===== src/caw_pkg.sv =====
`timescale 1ns / 1ps

package caw_pkg;

  localparam int unsigned CoordFracBits = 16;
  localparam int unsigned QuatFracBits  = 30;
  localparam int unsigned AddrWidth     = 5;
  localparam int unsigned NumStages     = 8;

  typedef logic signed [31:0] s32_t;
  typedef logic signed [63:0] s64_t;

  localparam logic [2:0] RegRadius = 3'd0;
  localparam logic [2:0] RegHeight = 3'd1;
  localparam logic [2:0] RegAxis   = 3'd2;
  localparam logic [2:0] RegOffX   = 3'd3;
  localparam logic [2:0] RegOffY   = 3'd4;
  localparam logic [2:0] RegOffZ   = 3'd5;

  localparam logic [1:0] AxisX = 2'd0;
  localparam logic [1:0] AxisY = 2'd1;
  localparam logic [1:0] AxisZ = 2'd2;

  localparam s64_t S32Max = 64'sd2147483647;
  localparam s64_t S32Min = -64'sd2147483648;
  localparam s32_t QOne   = 32'sd1073741824;
  localparam s32_t QNeg   = -32'sd1073741824;
  localparam s64_t MatOne = 64'sd1 <<< (2 * QuatFracBits);

  typedef struct packed {
    logic [30:0]        radius;
    logic [30:0]        height;
    logic [1:0]         axis;
    logic signed [31:0] off_x;
    logic signed [31:0] off_y;
    logic signed [31:0] off_z;
  } cfg_t;

  function automatic s32_t sat32(input s64_t v);
    s32_t r;
    if (v > S32Max) begin
      r = 32'sh7fffffff;
    end else if (v < S32Min) begin
      r = 32'sh80000000;
    end else begin
      r = v[31:0];
    end
    return r;
  endfunction

  // Round half up, then floor.
  function automatic s64_t rnd_shift(input s64_t v, input int unsigned s);
    s64_t r;
    r = (v + (64'sd1 <<< (s - 1))) >>> s;
    return r;
  endfunction

  function automatic s32_t coord_fin(input s64_t p);
    return sat32(rnd_shift(p, CoordFracBits));
  endfunction

  function automatic s32_t mat_fin(input s64_t v);
    s64_t r;
    s32_t m;
    r = rnd_shift(v, QuatFracBits);
    if (r > 64'(QOne)) begin
      m = QOne;
    end else if (r < 64'(QNeg)) begin
      m = QNeg;
    end else begin
      m = r[31:0];
    end
    return m;
  endfunction

  function automatic s32_t quat_clamp(input s32_t q);
    s32_t r;
    if (q > QOne) begin
      r = QOne;
    end else if (q < QNeg) begin
      r = QNeg;
    end else begin
      r = q;
    end
    return r;
  endfunction

endpackage


===== src/caw_cfg.sv =====
`timescale 1ns / 1ps

module caw_cfg (
  input  logic                               clk_i,
  input  logic                               rst_ni,
  input  logic                               psel,
  input  logic                               penable,
  input  logic                               pwrite,
  input  logic [caw_pkg::AddrWidth-1:0]      paddr,
  input  logic [31:0]                        pwdata,
  output logic [31:0]                        prdata,
  output logic                               pready,
  output caw_pkg::cfg_t                      cfg_o
);

  caw_pkg::cfg_t cfg_q, cfg_d;
  logic [2:0]    idx;
  logic          wr;

  assign pready = 1'b1;
  assign idx    = paddr[4:2];
  assign wr     = psel && penable && pwrite;
  assign cfg_o  = cfg_q;

  always_comb begin
    cfg_d = cfg_q;
    if (wr) begin
      case (idx)
        caw_pkg::RegRadius: cfg_d.radius = pwdata[30:0];
        caw_pkg::RegHeight: cfg_d.height = pwdata[30:0];
        caw_pkg::RegAxis:   cfg_d.axis   = pwdata[1:0];
        caw_pkg::RegOffX:   cfg_d.off_x  = pwdata;
        caw_pkg::RegOffY:   cfg_d.off_y  = pwdata;
        caw_pkg::RegOffZ:   cfg_d.off_z  = pwdata;
        default:            cfg_d = cfg_q;
      endcase
    end
  end

  always_comb begin
    case (idx)
      caw_pkg::RegRadius: prdata = {1'b0, cfg_q.radius};
      caw_pkg::RegHeight: prdata = {1'b0, cfg_q.height};
      caw_pkg::RegAxis:   prdata = {30'd0, cfg_q.axis};
      caw_pkg::RegOffX:   prdata = cfg_q.off_x;
      caw_pkg::RegOffY:   prdata = cfg_q.off_y;
      caw_pkg::RegOffZ:   prdata = cfg_q.off_z;
      default:            prdata = 32'd0;
    endcase
  end

  always_ff @(posedge clk_i or negedge rst_ni) begin
    if (!rst_ni) begin
      cfg_q.radius <= 31'd32768;
      cfg_q.height <= 31'd131072;
      cfg_q.axis   <= caw_pkg::AxisY;
      cfg_q.off_x  <= '0;
      cfg_q.off_y  <= '0;
      cfg_q.off_z  <= '0;
    end else begin
      cfg_q <= cfg_d;
    end
  end

endmodule

===== config.mk =====
export PLATFORM = sky130hd
export DESIGN_NAME = caw_cfg
export DESIGN_NICKNAME = d
export VERILOG_FILES = /design/src/caw_pkg.sv /design/src/caw_cfg.sv
export SDC_FILE = /design/constraint.sdc
export NUM_CORES = 1
export LEC_CHECK = 0
export ABC_AREA = 0
export BUFFER_PORTS_ARGS = -buffer_cell sky130_fd_sc_hd__buf_4
export CAP_MARGIN = 20
export CORE_ASPECT_RATIO = 1.4
export CORE_MARGIN = 2
export CORE_UTILIZATION = 55
export CTS_BUF_LIST = sky130_fd_sc_hd__clkbuf_8
export CTS_CLUSTER_DIAMETER = 200
export DETAILED_ROUTE_END_ITERATION = 16
export GPL_TIMING_DRIVEN = 0
export PLACE_DENSITY_LB_ADDON = 0.3
export REMOVE_ABC_BUFFERS = 1
export SLEW_MARGIN = 10
export SYNTH_ARGS = -nofsm -noshare
export SYNTH_HDL_FRONTEND = slang
export SYNTH_SLANG_ARGS = --single-unit

===== constraint.sdc =====
create_clock -name clk_i -period 1.5 [get_ports clk_i]
set_input_delay 0.075 -clock clk_i [delete_from_list [all_inputs] [get_ports clk_i]]
set_output_delay 0.075 -clock clk_i [all_outputs]
set_load 0.02 [all_outputs]

==> impl_metrics.ini, run 1 <==
[outcome]
status = finished, violations left
failed_checks = setup timing

[power_and_ir_drop]
ir_worst_vdd_mv = 0.866
p_sw_mw = 5.16
combPwrFrac = 0.378
cellInternalPower_mw = 9.77
p_sw_frac = 0.345
p_leak_nw = 5.44
seqPwrFrac = 0.388
powerDensity_mw_per_mm2 = 1360
power_mw = 14.9
power_frac_clock = 0.234

[floorplan]
io_pins = 235
die_x_um = 103
rows = 50
dieArea_mm2 = 0.0147
start_util = 0.565
die_h_um = 143
core-area_mm2 = 0.0134

[sta]
slew_headroom = 0.528
tns_ps = -2520
rsz0062_at_grt = yes
setup_ws_ps = -202
fmax_ghz = 0.588
final_hold_viol_count = 0
finalClockSkew_ps = 0
min_period_ps = 1700
worst_pin_slew_ps = 708
slew_viol_final = 0
setup_violations = 36
hold_ws_ps = 202
finalCritPeriodShare = 1.13

[drt]
dr.pass1.iters = 4
wl_per_cell_um = 21.5
avgViaCountPerCell = 5.70
vias = 6125
drtIter0Drc = 216
final_antenna_net_count = 0
drc_errors = 0
routed_wl_mm = 23.1

[finish]
largest_reg_flops = 160
synthToLayoutAreaGrowth_pct = 45.6
diodes = 0
mostFrequentLayoutCell = buf_4
final_core_utilization = 0.823
drive_gt1_frac = 0.633
finalNetCount = 922
final_cell_mix = 319 x buf_4, 157 x dfrtp_1, 144 x mux2_2

[critical_path]
cp_cell_sequence = mux2_2, a21oi_2, o22ai_2, buf_4
slowest_stage = dfrtp_1
worst_setup_path_end_kind = output pin
startpoint_type = register
path_buf_inv = 1
worst_ep_required_time_ps = 1420
r2r-start = cfg_o[103]$_DFFE_PN0P_
crit_type = register to output pin
worst_path_largest_cell_delay_ps = 410
crit_path_start = cfg_o[57]$_DFFE_PN0P_
cp_max_fo = 2
arrival_ps = 1630
crit_family = flip-flops

[synth]
syn-cell-area_mm2 = 0.00756
ys_seq_area_frac = 0.530
synth.distinct_cells = 33
synth_top_area_frac = 0.519
synthTopCellsByArea = dfrtp_1 52%, mux2_2 22%, mux2_4 6.0%
syn_area_per_cell_um2 = 14.0
synth.largest_area_cell = dfrtp_1
synth_seq_cells = 160
synth-warning-count = 0
netlist_instances = 539

[clock_network]
path_clk_slew_ps = 90
cts_tree = built
clockRootBuffer = clkbuf_8
max-clock-path-buffers = 2
cts_buffers = 17
cts_max_level = 4
cts_sinks = 160
insertion_delay_ps = 450

[place]
io_buffer_count = 231
gp_congestion = 0.774
dp_hpwl_mm = 13.3
dp_slack_ps = -1980

[job]
maxCapViolCount = 0

[grt]
antenna_found_initial = 0
grt_pass1_vias = 6464
grt_pass1_wl_mm = 34.4
grt_usage = 0.310
grt.overflow.total = 0
grt_start_max_net_pins = 85

[min_path]
hold_class = primary input to async pin
[cells by family after synthesis]
group | after synthesis | share of synthesized area
mux | 211 | 0.324
buf+inv | 44 | 0.0374
other cells | 1 | 0.000496
compound gates | 89 | 0.0748
simple gates | 34 | 0.0339
flops | 160 | 0.530
[per-layer routing]
layer / routed length (um) / track usage / vias to the layer above
met2: 12300 / 0.537 / 230
met3: 1240 / 0.0666 / 69
met5: 0 / 0 / -
met4: 924 / 0.146 / 0
met1: 8610 / 0.362 / 3142
li1: - / - / 2684
[synth_stat cells (all sizes together)]
cell,n
mux2,178
dfrtp,157
buf,38
mux2i,33
a21oi,28
nor3b,16
o22ai,16
a211o,13
a22oi,13
o21ai,13
clkbuf,6
nor2,6
dfstp,3
o21a,3
a221oi,2
nand2,2
nand2b,2
nand3,2
and2,1
and3,1
and4b,1
conb,1
nand4,1
nand4b,1
nor3,1
o221ai,1
[what timing repair did]
item | in CTS | in global routing
hold buffers | 33 | 0
hold endpoints to repair | 242 | 0
resized for setup | 27 | 12
endpoints found under the setup margin | 190 | 36
setup buffers | 74 | 21
pin swaps | 21 | 10
gates cloned | 1 | 0
[area by class of cell]
cell class	count	area, um^2
Tap cell	182	228
Timing Repair Buffer	365	2970
Clock buffer	17	234
Fill cell	775	2380
Sequential cell	160	4010
Clock inverter	15	196
Multi-Input combinational cell	336	3380
[power groups by stage]
stage	registers, mW	clock network (mW)	logic, mW
2_1_floorplan	6.85	0	1.46
3_3_place_gp	5.85	0	4.55
3_5_place_dp	5.94	0	4.69
4_1_cts	5.77	3.51	5.40
5_1_grt	5.89	3.70	5.96
6_report	5.80	3.49	5.65
[path summary, 6_finish.rpt]
kind,end,slack (ps),depth (start not counted)
worst max-delay path,prdata[25],-200,4
worst min-delay path,cfg_o[152]$_DFFE_PN0P_,200,2
worst max register to register,cfg_o[103]$_DFFE_PN0P_,430,3
worst min register to register,cfg_o[150]$_DFFE_PN0P_,540,1
max in group asynchronous,cfg_o[144]$_DFFE_PN1P_,470,3
min in group clk_i,cfg_o[97]$_DFFE_PN0P_,270,4
[per-stage QoR]
stage | area, um^2 | instances
6_report | 11000 | 1075
5_1_grt | 11000 | 1075
4_1_cts | 10800 | 1054
3_5_place_dp | 9390 | 914
3_3_place_gp | 9240 | 908
2_1_floorplan | 7280 | 495
Note: power is estimated with default switching activity, not from simulation.
==> inputs of run 2 (changes only) <==
--- a/config.mk
+++ b/config.mk
@@ -8,7 +8,6 @@
 export ABC_AREA = 0
 export BUFFER_PORTS_ARGS = -buffer_cell sky130_fd_sc_hd__buf_4
 export CAP_MARGIN = 20
-export CORE_ASPECT_RATIO = 1.4
 export CORE_MARGIN = 2
 export CORE_UTILIZATION = 55
 export CTS_BUF_LIST = sky130_fd_sc_hd__clkbuf_8
==> impl_metrics.ini, run 2 (synthesis results as in run 1) <==
[drt]
drtIter0Drc = 376
drc_errors = 0
wl_per_cell_um = 22.0
dr.pass1.iters = 4
final_antenna_net_count = 0
routed_wl_mm = 23.6
avgViaCountPerCell = 5.80
vias = 6222

[critical_path]
cp_cell_sequence = mux2_4, a21oi_2, o22ai_2, buf_6
r2r_end = cfg_o[37]$_DFFE_PN0P_
worst_path_largest_cell_delay_ps = 400
r2r_cells = 4
r2r_slack_ps = 340
startpoint_type = register
crit_family = flip-flops
r2r-start = cfg_o[37]$_DFFE_PN0P_
cp_max_fo = 2
path_buf_inv = 1
crit_type = register to output pin
worst_ep_required_time_ps = 1420
arrival_ps = 1600
worst_setup_path_end_kind = output pin
slowest_stage = dfrtp_1

[clock_network]
insertion_delay_ps = 460
cts_sinks = 160
clockRootBuffer = clkbuf_8
path_clk_slew_ps = 90
max-clock-path-buffers = 2
cts_max_level = 4
cts_tree = built
cts_buffers = 17

[floorplan]
io_pins = 235
die_h_um = 121
rows = 42
core-area_mm2 = 0.0133
start_util = 0.567
dieArea_mm2 = 0.0147
die_x_um = 121

[grt]
antenna_found_initial = 0
grt_start_max_net_pins = 119
grt_pass1_wl_mm = 34.4
grt.overflow.total = 0
grt_pass1_vias = 6291
grt_usage = 0.308

[sta]
min_period_ps = 1680
worst_pin_slew_ps = 628
fmax_ghz = 0.596
finalCritPeriodShare = 1.12
hold_ws_ps = 87.5
setup_ws_ps = -179
finalClockSkew_ps = 0
rsz0062_at_grt = yes
slew_headroom = 0.582
slew_viol_final = 0
final_hold_viol_count = 0
tns_ps = -3110
setup_violations = 30

[power_and_ir_drop]
p_leak_nw = 5.43
powerDensity_mw_per_mm2 = 1320
p_sw_frac = 0.347
cellInternalPower_mw = 9.43
power_frac_clock = 0.205
power_mw = 14.4
combPwrFrac = 0.392
p_sw_mw = 5.01
seqPwrFrac = 0.403
ir_worst_vdd_mv = 0.971

[finish]
multi_input_area_mm2 = 0.00338
diodes = 0
synthToLayoutAreaGrowth_pct = 44.9
postLayoutCellArea_mm2 = 0.0110
final_core_utilization = 0.821
drive_gt1_frac = 0.633
fillers = 716
finalNetCount = 925
mostFrequentLayoutCell = buf_4
largest_reg_flops = 160
final_cell_mix = 321 x buf_4, 157 x dfrtp_1, 142 x mux2_2
seqCellArea_mm2 = 0.00401

[outcome]
failed_checks = setup timing
status = finished, violations left

[min_path]
hold_class = primary input to async pin

[place]
dp_hpwl_mm = 12.8
io_buffer_count = 231
dpl_cell_area_mm2 = 0.00938
gp_congestion = 0.787

[job]
maxCapViolCount = 0
run 2: what timing repair did:
item / in CTS / in global routing
endpoints found under the setup margin: 174 / 62
resized for setup: 19 / 17
hold buffers: 33 / 0
gates cloned: 1 / 0
buffers inserted: 71 / 27
pin swaps: 10 / 3
hold endpoints to repair: 317 / 0
run 2: worst max-delay path by stage:
| stage | slack [ps] | to | depth (start not counted) | startpoint |
|---|---|---|---|---|
| 4_1_cts | -170 | prdata[1] | 4 | cfg_o[65]$_DFFE_PN0P_ |
| 3_3_place_gp | -1980 | cfg_o[31]$_DFFE_PN0P_ | 3 | paddr[2] |
| 3_5_place_dp | -1950 | cfg_o[83]$_DFFE_PN0P_ | 4 | paddr[2] |
| 5_1_grt | -230 | prdata[26] | 4 | cfg_o[58]$_DFFE_PN0P_ |
| 2_1_floorplan | -600 | cfg_o[0]$_DFFE_PN0P_ | 3 | paddr[3] |
| 6_report | -180 | prdata[26] | 4 | cfg_o[58]$_DFFE_PN0P_ |
run 2: metrics by stage:
| stage | cells | worst slack, ps |
|---|---|---|
| finish | 1072 | -179 |
| global route | 1072 | -232 |
| CTS | 1045 | -171 |
| detailed placement | 908 | -1950 |
| global placement | 902 | -1980 |
| floorplan | 495 | -602 |
run 2: area by class of cell:
class                      instances  area share
clock buffer                      19      0.0239
clock inverter                    13     0.00890
multi-input combinational        336       0.309
sequential                       160       0.366
tap                              176      0.0201
timing repair buffer             368       0.273
run 2: power by group through the flow:
stage	Clock, mW	Combinational [mW]	Sequential, mW
2_1_floorplan	0	1.46	6.85
3_3_place_gp	0	4.56	5.86
3_5_place_dp	0	4.66	5.94
4_1_cts	2.98	5.37	5.75
5_1_grt	3.17	5.94	5.90
6_report	2.96	5.66	5.82
run 2: routing by layer:
metal	vias to the layer above	global-route usage	part of all wire
li1	2688	-	-
met1	3222	0.385	0.40
met3	42	0.0916	0.077
met4	0	0.108	0.023
met5	-	0	0
met2	270	0.512	0.50
==> inputs of run 3 (changes only) <==
==> constraint.sdc (replaced) <==
create_clock -name clk_i -period 1.5 [get_ports clk_i]
set_input_delay 0.075 -clock clk_i [delete_from_list [all_inputs] [get_ports clk_i]]
set_output_delay 0.075 -clock clk_i [all_outputs]
set_load 0.01 [all_outputs]
==> impl_metrics.ini, run 3 (synthesis results as in run 1) <==
[outcome]
status = finished, violations left
failed_checks = setup timing

[finish]
finalNetCount = 921
diodes = 0
final_cell_mix = 320 x buf_4, 157 x dfrtp_1, 143 x mux2_2
synthToLayoutAreaGrowth_pct = 44.2
largest_reg_flops = 160
fin_cells = 1068
multi_input_area_mm2 = 0.00337
fillers = 720
drive_gt1_frac = 0.627
seqCellArea_mm2 = 0.00401
mostFrequentLayoutCell = buf_4
final_core_utilization = 0.817

[sta]
final_hold_viol_count = 0
slew_headroom = 0.590
finalClockSkew_ps = 0
fmax_ghz = 0.560
slew_viol_final = 0
tns_ps = -2770
min_period_ps = 1780
rsz0062_at_grt = yes
setup_ws_ps = -285
finalCritPeriodShare = 1.19
worst_pin_slew_ps = 615
setup_violations = 29

[drt]
routed_wl_mm = 23.3
drc_errors = 0
avgViaCountPerCell = 5.75
final_antenna_net_count = 0
dr.pass1.iters = 5
wl_per_cell_um = 21.8
drtIter0Drc = 387
vias = 6136

[critical_path]
worst_ep_required_time_ps = 1420
r2r_slack_ps = 350
worst_path_largest_cell_delay_ps = 410
r2r-start = cfg_o[37]$_DFFE_PN0P_
cp_max_fo = 2
cp_cell_sequence = mux2_2, a21oi_1, o22ai_1, buf_4
slowest_stage = dfrtp_1
r2r_end = cfg_o[37]$_DFFE_PN0P_
crit_type = register to output pin
arrival_ps = 1710
crit_path_start = cfg_o[21]$_DFFE_PN0P_
startpoint_type = register
worst_setup_path_end_kind = output pin
r2r_cells = 4

[floorplan]
io_pins = 235
die_h_um = 121
rows = 42
core-area_mm2 = 0.0133
start_util = 0.567
die_x_um = 121
dieArea_mm2 = 0.0147

[min_path]
hold_class = primary input to async pin

[power_and_ir_drop]
ir_worst_vdd_mv = 0.896
powerDensity_mw_per_mm2 = 1250
p_leak_nw = 5.40

[grt]
grt_pass1_vias = 6278
grt_pass1_wl_mm = 34.3
grt_start_max_net_pins = 119
grt_usage = 0.307
grt.overflow.total = 0
antenna_found_initial = 0

[clock_network]
clockRootBuffer = clkbuf_8
cts_buffers = 17
path_clk_slew_ps = 90
cts_max_level = 4
insertion_delay_ps = 450
cts_tree = built
cts_sinks = 160
max-clock-path-buffers = 2

[job]
maxCapViolCount = 0

[place]
dp_cells = 908
io_buffer_count = 231
dp_hpwl_mm = 12.8
gp_congestion = 0.787
## run 3: through the flow
stage	hold WS (ps)	setup WS, ps	cell area (um^2)	total power [mW]
floorplan	-221	-602	7280	7.56
global placement	330	-1980	9240	9.64
detailed placement	-14.5	-1950	9380	9.82
CTS	76.9	-158	10700	13.3
global route	86.0	-360	10900	14.2
finish	82.4	-285	10900	13.6
## run 3: routing by layer
| layer | wire, um | part of all wire | up-vias | global-route usage |
|---|---|---|---|---|
| li1 | - | - | 2672 | - |
| met1 | 9140 | 0.39 | 3153 | 0.384 |
| met2 | 11900 | 0.51 | 275 | 0.508 |
| met3 | 1830 | 0.078 | 36 | 0.0926 |
| met4 | 403 | 0.017 | 0 | 0.109 |
| met5 | 0 | 0 | - | 0 |
## run 3: area by class of cell
type | instances | area share
Clock inverter | 13 | 0.00895
Clock buffer | 19 | 0.0240
Multi-Input combinational cell | 336 | 0.309
Sequential cell | 160 | 0.368
Tap cell | 176 | 0.0202
Timing Repair Buffer | 364 | 0.270
## run 3: repair_timing
action,in CTS,in global routing
gates resized for setup,17,10
setup endpoints to repair,174,58
setup buffers,69,25
hold buffers,33,0
endpoints found under the hold margin,317,0
pin swaps,6,5
cloned,1,0
## run 3: how the worst max path moves through the flow
stage,endpoint
global route,prdata[21]
CTS,prdata[1]
finish,prdata[21]
floorplan,cfg_o[0]$_DFFE_PN0P_
global placement,cfg_o[31]$_DFFE_PN0P_
detailed placement,cfg_o[83]$_DFFE_PN0P_
## run 3: critical path: cells and delay by family (launching register included)
family	cells	cell delay, ps
DFF	1	410
AOI/OAI and AO/OA	2	380
muxes	1	280
buffers and inverters	1	180
## run 3: power breakdown
part | leakage [nW] | total, mW | switching, mW | internal, mW
Combinational | 3.18 | 4.83 | 1.99 | 2.84
Clock | 0.185 | 2.95 | 1.59 | 1.37
Sequential | 2.04 | 5.81 | 0.647 | 5.17
Total | 5.40 | 13.6 | 4.22 | 9.37
